`src/rtl/sdro_pkg.sv`:
```
// Package for the SCAN disk request scheduler: word types, codes and defaults.
// Depends on nothing; every other file of the block imports it.
package sdro_pkg;

    localparam int TRACK_W           = 12;
    localparam int MAX_REQUESTS_DEF  = 16;
    localparam logic [TRACK_W-1:0] LAST_TRACK_RESET = 12'd199;

    localparam logic CMD_ADD  = 1'b0;
    localparam logic CMD_RUN  = 1'b1;
    localparam logic DIR_DOWN = 1'b0;
    localparam logic DIR_UP   = 1'b1;

    typedef struct packed {
        logic               cmd;
        logic [TRACK_W-1:0] track_value;
        logic               direction;
    } req_t;

    typedef struct packed {
        logic [TRACK_W-1:0] track_out;
        logic               last;
    } rsp_t;

    typedef struct packed {
        logic gt;
        logic eq;
    } cmp_res_t;

endpackage

```
`src/rtl/sdro_cmp.sv`:
```
// Shared track comparator of the scheduler, used by every insertion step.
// Depends on sdro_pkg.
module sdro_cmp (
    input  logic [sdro_pkg::TRACK_W-1:0] a,
    input  logic [sdro_pkg::TRACK_W-1:0] b,
    output sdro_pkg::cmp_res_t           res
);
    import sdro_pkg::*;

    assign res.gt = (a > b);
    assign res.eq = (a == b);

endmodule

```
`src/rtl/sdro_mem.sv`:
```
// Track store of the scheduler: one write port, one registered read port.
// Depends on sdro_pkg.
module sdro_mem #(
    parameter int DEPTH = sdro_pkg::MAX_REQUESTS_DEF + 2,
    parameter int AW    = $clog2(DEPTH)
) (
    input  logic                         clk,
    input  logic                         we,
    input  logic [AW-1:0]                waddr,
    input  logic [sdro_pkg::TRACK_W-1:0] wdata,
    input  logic [AW-1:0]                raddr,
    output logic [sdro_pkg::TRACK_W-1:0] rdata
);
    import sdro_pkg::*;

    logic [TRACK_W-1:0] mem [DEPTH];

    always_ff @(posedge clk)
    begin
        if (we)
        begin
            mem[waddr] <= wdata;
        end
    end

    always_ff @(posedge clk)
    begin
        rdata <= mem[raddr];
    end

endmodule

```
`src/rtl/scan_disk_request_order.sv`:
```
// Top level of the SCAN (elevator) disk request scheduler: sequencer and config register.
// Depends on sdro_pkg, sdro_cmp and sdro_mem.
//
//  channel   ports                 handshake
//  --------  --------------------  ----------------------------------------
//  request   start, busy, req      word taken when start && !busy
//  result    rsp_valid, rsp        one word per cycle of rsp_valid, no stall
//  config    cfg_we, cfg_wdata     disk_last_track written when cfg_we
//
// The store is kept sorted: an add shifts larger entries up one per cycle through
// the single memory port and comparator.
// A run inserts the end marker and the start the same way, then streams n + 2 tracks,
// one per cycle, each in the cycle after its memory read.
// Reset clears the count, sequencer and register; store contents need no reset.
// Results cannot be stalled; busy drops in the cycle that carries the last word.
module scan_disk_request_order #(
    parameter int MAX_REQUESTS = sdro_pkg::MAX_REQUESTS_DEF
) (
    input  logic                         clk,
    input  logic                         rst_n,
    input  logic                         start,
    output logic                         busy,
    input  sdro_pkg::req_t               req,
    input  logic                         cfg_we,
    input  logic [sdro_pkg::TRACK_W-1:0] cfg_wdata,
    output logic                         rsp_valid,
    output sdro_pkg::rsp_t               rsp
);
    import sdro_pkg::*;

    localparam int DEPTH = MAX_REQUESTS + 2;
    localparam int AW    = $clog2(DEPTH);
    localparam int CW    = $clog2(DEPTH + 1);

    typedef enum logic [1:0] {ST_IDLE, ST_INS_CHK, ST_INS_CMP, ST_EMIT} state_t;
    typedef enum logic [1:0] {INS_ADD, INS_MARK, INS_START} ins_stage_t;

    state_t             state_reg, state_next;
    ins_stage_t         stage_reg, stage_next;
    logic [AW-1:0]      k_reg, k_next;
    logic [TRACK_W-1:0] key_reg, key_next;
    logic [TRACK_W-1:0] start_reg, start_next;
    logic               dir_reg, dir_next;
    logic [CW-1:0]      n_reg, n_next;
    logic [AW-1:0]      idx_reg, idx_next;
    logic               phase_reg, phase_next;
    logic [CW-1:0]      rem_reg, rem_next;
    logic [AW-1:0]      pos_reg, pos_next;
    logic               rsp_valid_reg, rsp_valid_next;
    logic               last_reg, last_next;
    logic [TRACK_W-1:0] disk_last_track_reg;

    logic               mem_we;
    logic [AW-1:0]      mem_waddr;
    logic [TRACK_W-1:0] mem_wdata;
    logic [AW-1:0]      mem_raddr;
    logic [TRACK_W-1:0] mem_rdata;
    cmp_res_t           cmp_res;

    sdro_mem #(
        .DEPTH (DEPTH),
        .AW    (AW)
    ) u_mem (
        .clk   (clk),
        .we    (mem_we),
        .waddr (mem_waddr),
        .wdata (mem_wdata),
        .raddr (mem_raddr),
        .rdata (mem_rdata)
    );

    sdro_cmp u_cmp (
        .a   (mem_rdata),
        .b   (key_reg),
        .res (cmp_res)
    );

    always_comb
    begin
        logic ins_done;
        logic do_shift;
        logic at_end;

        state_next     = state_reg;
        stage_next     = stage_reg;
        k_next         = k_reg;
        key_next       = key_reg;
        start_next     = start_reg;
        dir_next       = dir_reg;
        n_next         = n_reg;
        idx_next       = idx_reg;
        phase_next     = phase_reg;
        rem_next       = rem_reg;
        pos_next       = pos_reg;
        rsp_valid_next = 1'b0;
        last_next      = 1'b0;
        mem_we         = 1'b0;
        mem_waddr      = k_reg;
        mem_wdata      = key_reg;
        mem_raddr      = k_reg - 1'b1;
        ins_done       = 1'b0;
        // the start is inserted below equal tracks so its slot is the first holding it
        do_shift       = cmp_res.gt | ((stage_reg == INS_START) & cmp_res.eq);
        at_end         = (dir_reg == DIR_UP) ? (CW'(idx_reg) == n_reg - 1'b1)
                                             : (idx_reg == '0);

        unique case (state_reg)
            ST_IDLE:
            begin
                if (start)
                begin
                    if (req.cmd == CMD_RUN)
                    begin
                        key_next   = (req.direction == DIR_UP) ? disk_last_track_reg : '0;
                        start_next = req.track_value;
                        dir_next   = req.direction;
                        stage_next = INS_MARK;
                        k_next     = AW'(n_reg);
                        state_next = ST_INS_CHK;
                    end
                    else if (n_reg < CW'(MAX_REQUESTS))
                    begin
                        key_next   = (req.track_value > disk_last_track_reg) ?
                                     disk_last_track_reg : req.track_value;
                        stage_next = INS_ADD;
                        k_next     = AW'(n_reg);
                        state_next = ST_INS_CHK;
                    end
                end
            end
            ST_INS_CHK:
            begin
                if (k_reg == '0)
                begin
                    ins_done = 1'b1;
                end
                else
                begin
                    state_next = ST_INS_CMP;
                end
            end
            ST_INS_CMP:
            begin
                if (do_shift)
                begin
                    // move the larger entry up and fetch the one below it
                    mem_we     = 1'b1;
                    mem_wdata  = mem_rdata;
                    mem_raddr  = k_reg - 2'd2;
                    k_next     = k_reg - 1'b1;
                    if (k_reg == AW'(1))
                    begin
                        state_next = ST_INS_CHK;
                    end
                end
                else
                begin
                    ins_done = 1'b1;
                end
            end
            ST_EMIT:
            begin
                mem_raddr      = idx_reg;
                rsp_valid_next = 1'b1;
                last_next      = (rem_reg == CW'(1));
                rem_next       = rem_reg - 1'b1;
                if (!phase_reg && at_end)
                begin
                    // turn around past the start slot
                    idx_next   = (dir_reg == DIR_UP) ? pos_reg - 1'b1 : pos_reg + 1'b1;
                    phase_next = 1'b1;
                end
                else if (dir_reg ^ phase_reg)
                begin
                    idx_next = idx_reg + 1'b1;
                end
                else
                begin
                    idx_next = idx_reg - 1'b1;
                end
                if (rem_reg == CW'(1))
                begin
                    n_next     = '0;
                    state_next = ST_IDLE;
                end
            end
            default:
            begin
                state_next = ST_IDLE;
            end
        endcase

        if (ins_done)
        begin
            mem_we = 1'b1;
            n_next = n_reg + 1'b1;
            unique case (stage_reg)
                INS_ADD:
                begin
                    state_next = ST_IDLE;
                end
                INS_MARK:
                begin
                    key_next   = start_reg;
                    k_next     = AW'(n_reg + 1'b1);
                    stage_next = INS_START;
                    state_next = ST_INS_CHK;
                end
                INS_START:
                begin
                    pos_next   = k_reg;
                    idx_next   = k_reg;
                    phase_next = 1'b0;
                    rem_next   = n_reg + 1'b1;
                    state_next = ST_EMIT;
                end
                default:
                begin
                    state_next = ST_IDLE;
                end
            endcase
        end
    end

    always_ff @(posedge clk or negedge rst_n)
    begin
        if (!rst_n)
        begin
            state_reg     <= ST_IDLE;
            stage_reg     <= INS_ADD;
            n_reg         <= '0;
            rem_reg       <= '0;
            phase_reg     <= 1'b0;
            rsp_valid_reg <= 1'b0;
            last_reg      <= 1'b0;
        end
        else
        begin
            state_reg     <= state_next;
            stage_reg     <= stage_next;
            n_reg         <= n_next;
            rem_reg       <= rem_next;
            phase_reg     <= phase_next;
            rsp_valid_reg <= rsp_valid_next;
            last_reg      <= last_next;
        end
    end

    always_ff @(posedge clk)
    begin
        k_reg     <= k_next;
        key_reg   <= key_next;
        start_reg <= start_next;
        dir_reg   <= dir_next;
        idx_reg   <= idx_next;
        pos_reg   <= pos_next;
    end

    always_ff @(posedge clk or negedge rst_n)
    begin
        if (!rst_n)
        begin
            disk_last_track_reg <= LAST_TRACK_RESET;
        end
        else if (cfg_we)
        begin
            disk_last_track_reg <= cfg_wdata;
        end
    end

    assign busy          = (state_reg != ST_IDLE);
    assign rsp_valid     = rsp_valid_reg;
    assign rsp.track_out = mem_rdata;
    assign rsp.last      = last_reg;

`ifndef NO_ASSERTIONS
    a_valid_from_emit: assert property (@(posedge clk) disable iff (!rst_n)
        rsp_valid |-> $past(state_reg == ST_EMIT))
        else $error("result word without a preceding emit cycle");

    a_last_ends_run: assert property (@(posedge clk) disable iff (!rst_n)
        (rsp_valid && rsp.last) |=> !rsp_valid)
        else $error("result word after the last word of a run");

    a_count_bound: assert property (@(posedge clk) disable iff (!rst_n)
        (state_reg == ST_IDLE) |-> (n_reg <= CW'(MAX_REQUESTS)))
        else $error("request count above capacity while idle");

    a_emit_remaining: assert property (@(posedge clk) disable iff (!rst_n)
        (state_reg == ST_EMIT) |-> (rem_reg != '0))
        else $error("emit with no words remaining");
`endif

endmodule
```
`config.mk`:
```
export PLATFORM = sky130hd
export DESIGN_NAME = scan_disk_request_order
export DESIGN_NICKNAME = d
export VERILOG_FILES = /design/src/rtl/sdro_pkg.sv /design/src/rtl/sdro_cmp.sv /design/src/rtl/sdro_mem.sv /design/src/rtl/scan_disk_request_order.sv
export SDC_FILE = /design/constraint.sdc
export NUM_CORES = 1
export LEC_CHECK = 0
export BUFFER_PORTS_ARGS = -buffer_cell sky130_fd_sc_hd__buf_2
export CAP_MARGIN = 15
export CELL_PAD_IN_SITES_DETAIL_PLACEMENT = 0
export CELL_PAD_IN_SITES_GLOBAL_PLACEMENT = 1
export CORE_ASPECT_RATIO = 0.75
export CORE_UTILIZATION = 55
export DETAILED_ROUTE_END_ITERATION = 10
export PLACE_DENSITY_LB_ADDON = 0.3
export SYNTH_ARGS = -nofsm -noshare
export SYNTH_HDL_FRONTEND = slang
export SYNTH_HIERARCHICAL = 1
export SYNTH_SLANG_ARGS = --single-unit
```
`constraint.sdc`:
```
create_clock -name clk -period 12.8 [get_ports clk]
set_input_delay 0.64 -clock clk [delete_from_list [all_inputs] [get_ports clk]]
set_output_delay 0.64 -clock clk [all_outputs]
set_load 0.005 [all_outputs]
```
---- After elaboration in Yosys (flattened, before gate mapping) ----
Memory sizes are Yosys's and may differ from the RTL's. A register that Yosys moved wholly into a read port is not among the register bits.
Cells that the tools add are included.
word-level totals
  bits in registers ....................... 69
  bits in latches ......................... 0
  memory bits (writable) .................. 216
  ROM bits ................................ 0
  bits of input ports ..................... 30
  memories kept ........................... 1
memory list
  name       depth  width  rd ports  clocked after Yosys merged registers in  wr ports  line            source
  u_mem.mem  18     12     1         1                                        1         sdro_mem.sv:16  logic [TRACK_W-1:0] mem [DEPTH];
operators by class
  add/subtract/negate cells ............... 9
  multipliers ............................. 0
  divide/modulo/power cells ............... 0
  magnitude comparators ................... 3
  eq/ne operators ......................... 15
  shift-type cells ........................ 0
  multiplexer cells ....................... 62
  bitwise operators ....................... 3
  reductions and logical operators ........ 12
operator list
  operator                                             count
  2-to-1 mux 12 bit                                    10
  2-to-1 mux 5 bit                                     19
  2-to-1 mux 2 bit                                     14
  subtractor 5 x 1 -> 5 bit, second input constant     5
  > comparator 12 bit                                  2
  one-hot mux 5 bit (2 select lines)                   2
  adder 5 x 1 -> 5 bit, second input constant          3
  != test 3 bit, second input constant                 5
  2-to-1 mux 1 bit                                     14
  equality test 12 bit                                 1
  equality test 5 x 1 -> 1 bit, second input constant  2
  zero test 5 bit                                      2
  one-hot mux 2 bit (4 select lines)                   1
  equality test 2 bit, second input constant           3
  AND reduction 6 bit                                  1
  nonzero test 2 bit                                   3
  equality test 5 bit                                  1
  < comparator 5 bit, second input constant            1
  subtractor 5 x 2 -> 5 bit, second input constant     1
  equality test 2 x 1 -> 1 bit, second input constant  2
  != test 4 bit, second input constant                 1
  one-hot mux 2 bit (2 select lines)                   1
  AND reduction 2 bit                                  2
  AND reduction 3 bit                                  1
  7 further kinds                                      7

---- Longest topological paths before layout ----
Gate-level depths: netlist (run 1).
  depth in word-level cells ............... 8
  gate-level depth with buffers ........... 17
  gate-level depth less buffers ........... 15

---- Cells and area by module ----
Netlist (run 1), hierarchy kept.
by module, submodules not included
  module                   times used  cells each  area each (um2)
  sdro_mem                 1           417         8705.8
  scan_disk_request_order  1           484         4485.6
  sdro_cmp                 1           42          309.0

---- Worst setup path after synthesis (run 1) ----
Ideal clock, no wire load.
  kind .................................... register to register
  from .................................... reg key_reg[5]
  to ...................................... mem u_mem.mem[0][0] (enable)
  setup time .............................. 0.412 ns
  data arrival time ....................... 3.937 ns
  data required time ...................... 12.388 ns
  slack ................................... 8.451 ns
  stages on the path, launching flop included .. 14
  path through ............................ dfxtp_1 inv_1 ha_1 a41oi_2 o21ai_1 a221oi_1 a21oi_1 a21oi_1 a32oi_1 nand2b_1 clkbuf_1 nand2_1 or3b_2 nor4_1
RTL lines
  item                      line                            source
  start: declaration        scan_disk_request_order.sv:41   logic [TRACK_W-1:0] key_reg, key_next;
  start signal: assignment  scan_disk_request_order.sv:252  key_reg <= key_next;
  end: declaration          sdro_mem.sv:16

==> reports/metrics.cfg, run 1 <==
[outcome]
status=completed

[cells_and_area]
diodes=0
regMostFlops=u_mem/mem
areaGrowthSynthToFinish_pct=10.8
layout-drive-gt1-share=0.183
fillers=1834
stdcell_area_sq_mm=0.0150
largest_reg_flops=216
nets=1065

[synth]
netlist_area_sq_mm=0.0135
synth.most_common_cell=edfxtp_1
yosys.area.top_type=edfxtp_1
ys_ff_latch=297
synthTopCellsByArea=edfxtp_1 52%, dfxtp_1 5.0%, mux4_2 4.8%, dfrtp_1 4.4%, ha_1 4.2%
synth_ff_type=edfxtp_1
async_flop_share=0.0976
synth_common_cells=234 x edfxtp_1, 56 x nand2_1, 52 x mux2i_1
synth_seq_area_share=0.625
syn_inst=943
synth_nets=1020
yosys_warnings=6
synth-edff-count=234
ys_types=72
avgSynthCellArea_sq_um=14.3
yosysTopAreaCellShare=0.520

[route]
drc=0
wl_met2_um=13000
first_pass_iters=5
drt_iter0_drc=749
wl_per_cell_um=22.5
met3_length_um=2440
top_layer=met4
num_vias=8022
via_per_inst=5.98
drt_wl_total_um=30200
ant_nets=0
met1_length_um=14200

[critical_path]
crit_path_max_incr_delay_ns=0.90
crit_top_cell=a21oi_1
crit_arrival_ns=4.73
critPathRequiredTime_ns=12.95
timing.rr.start=u_mem/rdata[9]$_DFF_P_
crit_slowest_cell=nor2_1
startpoint=u_mem/rdata[9]$_DFF_P_
reg2reg_slack_ns=8.22
crit_chain=ha_1 > and4_1 > a221oi_1 > a21oi_1 > a21oi_1 > a32oi_1 > nand2b_1 > nand2_1 > or3b_2 > nor2_1
r2r-end=u_mem/mem[16][4]$_DFFE_PP_
reg2reg_depth=10
worst-setup-path-type=flop to flop
crit_path_end_kind=flop
crit_fanout=12
critPathLaunchType=flop

[place]
port_buffers=44
gp_congestion=0.880
dp_hpwl_um=20400
placed_area_sq_mm=0.0140

[sta]
setup-violations-final=0
rsz0062_at_grt=no
fin_crit_sh=0.358
slew_headroom=0.217
final-max-slew-violation-count=0
clock_skew_ns=0.0127
fin_setup_tns_ns=0
worstMarginPinSlew_ns=1.17
hold_viol_final=0
post-route-min-period_ns=4.58
fmax_mhz=218

[global_route]
grt_max_degree=59
overflow=0
grt_pass1_wl_um=46400
first_global_vias=7662
antenna_found_initial=3
grt_usage=0.249

[job]
cap_violations=0

[power_and_ir_drop]
leakage_nw=5.43
power.switching_mw=1.69
power.density_mw_per_mm2=290
swShare=0.390
p_comb_frac=0.468
peakVddDrop_v=0.000334
intPower_mw=2.64
power_frac_seq=0.342
p_clk_frac=0.190

[clock_tree]
clk_pin_slew_ns=0.06
ctsResizeCount=0
cts-buffers-inserted=28
cts.sinks=297
cts.path.max_buffers=3
cts_setup_buffers=0
cts_root_buf=clkbuf_16
clock_latency_ns=0.54
cts_hold_buf=0
cts_tree=yes
h-tree-depth=1

[floorplan]
die_width_um=183
ioPinCount=45
fp.dieH_um=138
start_util=0.562
design.die.area_sq_mm=0.0252
core_area_sq_mm=0.0240
rows=49

[min_path]
worstHoldPathType=input port to async pin

routing by layer:
| layer | global-route usage | up-vias |
|---|---|---|
| met2 | 0.373 | 277 |
| met4 | 0.0597 | 0 |
| met3 | 0.0526 | 44 |
| met1 | 0.374 | 3989 |
| li1 | - | 3712 |
| met5 | 0 | - |
final cells by class:
class	count	area, sq um	area share
inverter	50	188	0.0125
multi-input combinational	549	4640	0.310
clock inverter	14	144	0.00962
tap	331	414	0.0277
timing repair buffer	62	367	0.0245
clock buffer	38	769	0.0514
sequential	297	8440	0.564
cell usage in the layout, fill, tap and decap left out, types with 12 or more instances in the layout:
cell	n
o22ai_1	13
inv_1	50
edfxtp_1	234
mux2_2	25
clkbuf_16	29
ha_1	45
buf_4	15
nor2_1	51
dfxtp_1	34
o211ai_1	16
a221oi_1	24
xnor2_1	17
nand2_1	56
a21oi_1	39
o21ai_0	43
o21ai_1	12
mux4_2	29
dfrtp_1	24
mux2i_1	52
buf_2	44
nand3_1	14
critical path: cells and delay by family, from the launching register on:
kind / cells / cell delay, ns
AND/OR/NAND/NOR: 5 / 2.30
AO/OA/AOI/OAI: 4 / 1.07
flip-flops: 1 / 0.50
adder cells (fa/ha/maj): 1 / 0.31
per-stage QoR:
step / hold slack [ns] / setup WS, ns / util / total power [mW] / instances
after floorplan: 0.344 / 8.45 / - / 2.96 / 943
after global placement: 0.518 / 8.37 / 0.583 / 3.49 / 1284
after detailed placement: 0.524 / 8.30 / 0.583 / 3.51 / 1285
after CTS: 0.166 / 8.23 / 0.621 / 4.33 / 1337
after global routing: 0.194 / 7.97 / 0.623 / 4.56 / 1341
final: 0.152 / 8.22 / 0.623 / 4.34 / 1341
power by group through the flow:
stage | Combinational, mW | Sequential, mW | Clock [mW]
floorplan | 1.54 | 1.43 | 0
global placement | 1.99 | 1.50 | 0
detailed placement | 2.01 | 1.50 | 0
CTS | 2.01 | 1.48 | 0.835
global route | 2.19 | 1.50 | 0.872
finish | 2.03 | 1.48 | 0.824
logic make-up after synthesis:
group	share of synthesized area
xor gates and xnor gates	0.0169
muxes	0.124
adders and majority gates	0.0447
AOI/OAI and AO/OA	0.0864
and+or+nand+nor	0.0677
DFF	0.625
buffers and inverters	0.0351
how the worst max path moves through the flow:
stage	endpoint	slack, ns	cells past startpoint
after floorplan	u_mem/mem[0][0]$_DFFE_PP_	8.45	13
after global placement	u_mem/mem[8][8]$_DFFE_PP_	8.37	10
after detailed placement	u_mem/mem[8][8]$_DFFE_PP_	8.30	10
after CTS	u_mem/mem[8][1]$_DFFE_PP_	8.23	10
after global routing	u_mem/mem[12][1]$_DFFE_PP_	7.97	10
final	u_mem/mem[16][4]$_DFFE_PP_	8.22	10
Power figures use the tool's default switching activity.
==> run 2: changes to the inputs <==
--- a/config.mk
+++ b/config.mk
@@ -10,7 +10,7 @@
 export CELL_PAD_IN_SITES_DETAIL_PLACEMENT = 0
 export CELL_PAD_IN_SITES_GLOBAL_PLACEMENT = 1
 export CORE_ASPECT_RATIO = 0.75
-export CORE_UTILIZATION = 55
+export CORE_UTILIZATION = 52
 export DETAILED_ROUTE_END_ITERATION = 10
 export PLACE_DENSITY_LB_ADDON = 0.3
 export SYNTH_ARGS = -nofsm -noshare
==> constraint.sdc (replaced) <==
create_clock -name clk -period 4.6 [get_ports clk]
set_input_delay 0.23 -clock clk [delete_from_list [all_inputs] [get_ports clk]]
set_output_delay 0.23 -clock clk [all_outputs]
set_load 0.005 [all_outputs]
==> reports/metrics.cfg, run 2 (synthesized netlist as in run 1, its figures left out) <==
[global_route]
antenna_found_initial=0
grt_usage=0.234
grt_pass1_wl_um=46800
overflow=0
first_global_vias=7829
grt_max_degree=59

[cells_and_area]
layout-drive-gt1-share=0.190
areaGrowthSynthToFinish_pct=13.2
regMostFlops=u_mem/mem
final_common_cell=edfxtp_1
nets=1103
largest_reg_flops=216
stdcell_area_sq_mm=0.0153
diodes=0
layout_common_cells=234 x edfxtp_1, 56 x nand2_1, 52 x mux2i_1
final_util=0.606

[power_and_ir_drop]
swShare=0.391
power.density_mw_per_mm2=785
p_comb_frac=0.476
power.switching_mw=4.69
intPower_mw=7.31
p_clk_frac=0.183
power_frac_seq=0.341
leakage_nw=5.57
peakVddDrop_v=0.000638
finalPower_mw=12.0

[sta]
setup-violations-final=0
fin_crit_sh=0.852
slew_headroom=0.361
post-route-min-period_ns=3.92
fmax_mhz=255
whs_ns=0.0596
fin_setup_tns_ns=0
hold_viol_final=0
final-max-slew-violation-count=0
worstMarginPinSlew_ns=0.956
rsz0062_at_grt=no
clock_skew_ns=0.0301

[critical_path]
critPathBufInv=3
critPathLaunchType=flop
critical-path-top-delay-family=compound AO/OA/AOI/OAI gates
crit_chain=inv_1 > ha_1 > a41oi_2 > o21ai_1 > a221oi_1 > a21oi_1 > a21oi_1 > buf_4 > xnor2_1 > a221o_4 > buf_12 > and2b_1 > a221oi_1 > o21ai_1 > o211ai_1
crit_arrival_ns=4.39
crit_fanout=51
crit_path_max_incr_delay_ns=0.47
worst-setup-path-type=flop to flop
critPathRequiredTime_ns=5.07
crit_slowest_cell=a221oi_1
crit_path_end_kind=flop

[floorplan]
design.die.area_sq_mm=0.0266
core_area_sq_mm=0.0252
die_width_um=188
ioPinCount=45
rows=50
fp.dieH_um=142
start_util=0.535

[route]
first_pass_iters=5
drc=0
via_per_inst=5.86
num_vias=8121
wl_per_cell_um=21.9
drt_iter0_drc=768
ant_nets=0
drt_wl_total_um=30400

[clock_tree]
cts.sinks=297
cts_setup_buffers=0
cts.path.max_buffers=3
clk_pin_slew_ns=0.06
clock_latency_ns=0.56
cts_tree=yes
cts_root_buf=clkbuf_16
ctsResizeCount=0
h-tree-depth=1
cts-buffers-inserted=29

[place]
dp_hpwl_um=19500
port_buffers=44
gp_congestion=0.865
placed_area_sq_mm=0.0141

[min_path]
worstHoldPathType=input port to flop

[job]
cap_violations=0

[outcome]
status=completed

==> run 2: cell count changes in the layout (fill, tap and decap cells not counted), sizes merged <==
cell,change
bufinv,-2
buf,+11
clkbuf,-5
inv,+1
clkinvlp,+4
clkinv,+2
dlygate4sd3,+26
==> run 2: path summary, 6_finish.rpt <==
path | start | to | slack [ns] | cells past startpoint
max | key_reg[5]$_DFF_P_ | u_mem/rdata[4]$_DFF_P_ | 0.68 | 15
min | req[13] | stage_reg[0]$_DFF_PN0_ | 0.06 | 3
max reg2reg | key_reg[5]$_DFF_P_ | u_mem/rdata[4]$_DFF_P_ | 0.68 | 15
min reg2reg | disk_last_track_reg[6]$_DFFE_PN1P_ | disk_last_track_reg[6]$_DFFE_PN1P_ | 0.53 | 2
max in group asynchronous | rst_n | rem_reg[3]$_DFF_PN0_ | 3.85 | 2
min in group asynchronous | rst_n | disk_last_track_reg[8]$_DFFE_PN0P_ | 0.26 | 2
==> run 2: final cells by class <==
| class | count | area (sq um) |
|---|---|---|
| clock buffer | 33 | 741 |
| inverter | 50 | 188 |
| clock inverter | 19 | 134 |
| timing repair buffer | 99 | 723 |
| multi-input combinational | 549 | 4640 |
| fill | 1942 | 9930 |
| tap | 338 | 423 |
| sequential | 297 | 8440 |
==> run 2: stage by stage <==
step                      setup slack (ns)  cells
after detailed placement             0.712   1307
after CTS                            0.656   1385
after global routing                 0.452   1385
after floorplan                      0.251    943
final                                0.679   1385
after global placement               0.698   1307
==> run 2: worst min-delay path, delay by kind of cell <==
family                 cells  cell delay (ns)
and+or+nand+nor            1             0.14
buffers and inverters      1             0.12
AOI/OAI and AO/OA          1             0.08
==> run 2: layer usage <==
layer | up-vias | track usage | wire (um)
met4 | 0 | 0.0462 | 488
met2 | 205 | 0.350 | 13200
met3 | 32 | 0.0371 | 1750
met5 | - | 0 | 0
li1 | 3790 | - | -
met1 | 4094 | 0.364 | 14900
==> run 2: timing repair <==
action | 4_1_cts | 5_1_grt
hold buffers | 26 | 0
endpoints found under the hold margin | 53 | 0
endpoints found under the setup margin | 0 | 0
==> run 2: power groups by stage <==
stage,clock (mW),sequential [mW],combinational [mW]
2_1_floorplan,0,3.97,4.27
3_3_place_gp,0,4.14,5.63
3_5_place_dp,0,4.14,5.68
4_1_cts,2.23,4.09,5.73
5_1_grt,2.33,4.14,6.20
6_report,2.20,4.09,5.71
==> run 3: changes to the inputs <==
--- a/config.mk
+++ b/config.mk
@@ -15,5 +15,4 @@
 export PLACE_DENSITY_LB_ADDON = 0.3
 export SYNTH_ARGS = -nofsm -noshare
 export SYNTH_HDL_FRONTEND = slang
-export SYNTH_HIERARCHICAL = 1
 export SYNTH_SLANG_ARGS = --single-unit
==> reports/metrics.cfg, run 3 <==
[synth]
yosys_warnings=0
ys_types=62
synth_nets=1165
ys_ff_latch=297
syn_inst=1085
synth_common_cells=234 x edfxtp_1, 117 x nand2_1, 92 x mux2i_1
avgSynthCellArea_sq_um=12.7
synth-edff-count=234
synth_seq_area_share=0.611
synth.most_common_cell=edfxtp_1
yosysTopAreaCellShare=0.509
netlist_area_sq_mm=0.0138
synthTopCellsByArea=edfxtp_1 51%, mux2i_1 6.7%, dfxtp_1 4.9%, dfrtp_1 4.3%, ha_1 4.3%
yosys.area.top_type=edfxtp_1
async_flop_share=0.0976
synth_ff_type=edfxtp_1

[floorplan]
design.die.area_sq_mm=0.0272
ioPinCount=45
rows=51
start_util=0.530
fp.dieH_um=143
core_area_sq_mm=0.0260
die_width_um=190

[place]
gp_congestion=0.865
dp.cells=1452
dp_hpwl_um=21600
dp_slack_ns=0.468
port_buffers=44

[route]
drc=0
via_per_inst=5.83
num_vias=8927
ant_nets=0
drt_iter0_drc=806
first_pass_iters=5
wl_per_cell_um=21.3
drt_wl_total_um=32600

[clock_tree]
cts_tree=yes
clk_pin_slew_ns=0.06
cts_root_buf=clkbuf_16
cts-buffers-inserted=29
cts.sinks=297
h-tree-depth=1
cts.path.max_buffers=3
ctsResizeCount=0
clock_latency_ns=0.55

[global_route]
grt_pass1_wl_um=50100
grt_usage=0.244
antenna_found_initial=0
overflow=0
first_global_vias=8476
grt_max_degree=83

[power_and_ir_drop]
p_comb_frac=0.505
finalPower_mw=12.6
intPower_mw=7.34
power.switching_mw=5.23
swShare=0.416
power.density_mw_per_mm2=805
leakage_nw=5.91
power_frac_seq=0.320
peakVddDrop_v=0.000792
p_clk_frac=0.176

[sta]
fin_crit_sh=0.908
clock_skew_ns=0.0135
fmax_mhz=239
final-max-slew-violation-count=0
post-route-min-period_ns=4.18
setup-violations-final=0
rsz0062_at_grt=no
hold_viol_final=0
layout_setup_ws_ns=0.422
worstMarginPinSlew_ns=1.07
slew_headroom=0.283
fin_setup_tns_ns=0

[cells_and_area]
largest_reg_flops=216
regArea_sq_mm=0.00844
regMostFlops=u_mem.mem
fin_cells=1530
layout_common_cells=234 x edfxtp_1, 117 x nand2_1, 92 x mux2i_1
nets=1245
diodes=0
fillers=2065
layout-drive-gt1-share=0.140
areaGrowthSynthToFinish_pct=13.1
final_common_cell=edfxtp_1
multi_input_area_sq_mm=0.00490
final_util=0.600

[critical_path]
crit_arrival_ns=4.34
reg2reg_depth=11
critPathLaunchType=flop
r2r-end=u_mem.mem[9][3]$_DFFE_PP_
timing.rr.start=u_mem.rdata[0]$_DFF_P_
crit_fanout=12
crit_path_end_kind=flop
startpoint=u_mem.rdata[0]$_DFF_P_
critPathRequiredTime_ns=4.76
worst-setup-path-type=flop to flop
reg2reg_slack_ns=0.42

[outcome]
status=completed

[job]
cap_violations=0

[min_path]
worstHoldPathType=input port to flop
hold_path_depth=3
holdPathEnd=disk_last_track_reg[7]$_DFFE_PN1P_
hold_start=cfg_we

-- run 3: changes by cell type in the layout (fill, tap and decap cells not counted), moves of 13 or more --
cell / before / now
a22oi_1: 2 / 26
o31ai_1: 1 / 14
mux4_2: 29 / 1
mux2i_1: 52 / 92
nand2_1: 56 / 117
-- run 3: worst max-delay path, cell delays in order, from the launching register on --
cell and delay [ns]:
dfxtp_1 0.33, inv_1 0.06, ha_1 0.29, nand2b_1 0.15
a2111o_1 0.42, a311o_1 0.45, o21ai_0 0.45, a32oi_1 0.18
nand2b_1 0.30, nand2_1 0.18, nand2_1 0.15, nor2_1 0.83
-- run 3: power by group through the flow --
stage	sequential, mW	combinational (mW)	clock, mW
floorplan	3.93	4.57	0
global placement	4.06	6.19	0
detailed placement	4.07	6.25	0
CTS	4.02	6.29	2.23
global route	4.06	6.87	2.35
finish	4.02	6.34	2.21
-- run 3: timing repair --
item / CTS / global route
endpoints found under the hold margin: 49 / 0
setup buffers: 0 / 0
hold buffers: 26 / 0
-- run 3: cell families (layout without fill, tap and decap cells) --
| family | count (synthesis) | count (layout) | share of synthesized area |
|---|---|---|---|
| flip-flops | 297 | 297 | 0.611 |
| AND/OR/NAND/NOR | 249 | 249 | 0.0794 |
| AO/OA/AOI/OAI | 230 | 230 | 0.115 |
| multiplexers | 125 | 125 | 0.0944 |
| buffers and inverters | 106 | 207 | 0.0353 |
| adder cells (fa/ha/maj) | 50 | 50 | 0.0464 |
| XOR/XNOR | 28 | 28 | 0.0178 |
-- run 3: how the worst max path moves through the flow --
stage,slack [ns],cells after the start,to
after floorplan,1.12,11,u_mem.mem[12][0]$_DFFE_PP_
after global placement,0.63,11,u_mem.rdata[2]$_DFF_P_
after detailed placement,0.47,11,u_mem.mem[11][4]$_DFFE_PP_
after CTS,0.44,11,u_mem.mem[11][3]$_DFFE_PP_
after global routing,0.15,11,u_mem.mem[9][3]$_DFFE_PP_
final,0.42,11,u_mem.mem[9][3]$_DFFE_PP_
-- run 3: layer usage --
layer / vias up / global-route usage / wire length (um)
met4: 0 / 0.0535 / 616
met3: 41 / 0.0496 / 2340
met1: 4386 / 0.378 / 15900
met5: - / 0 / 0
li1: 4216 / - / -
met2: 284 / 0.352 / 13800
-- run 3: area by class of cell --
class,instances,area share
clock buffer,38,0.0519
multi-input combinational,682,0.314
sequential,297,0.541
timing repair buffer,103,0.0490
clock inverter,14,0.00473
tap,344,0.0276
inverter,52,0.0125
-- run 3: through the flow --
stage | cell area, sq um | hold slack, ns
floorplan | 13800 | -0.0656
detailed placement | 14500 | 0.334
CTS | 15600 | 0.0822
global route | 15600 | 0.125
global placement | 14500 | 0.319
finish | 15600 | 0.0926
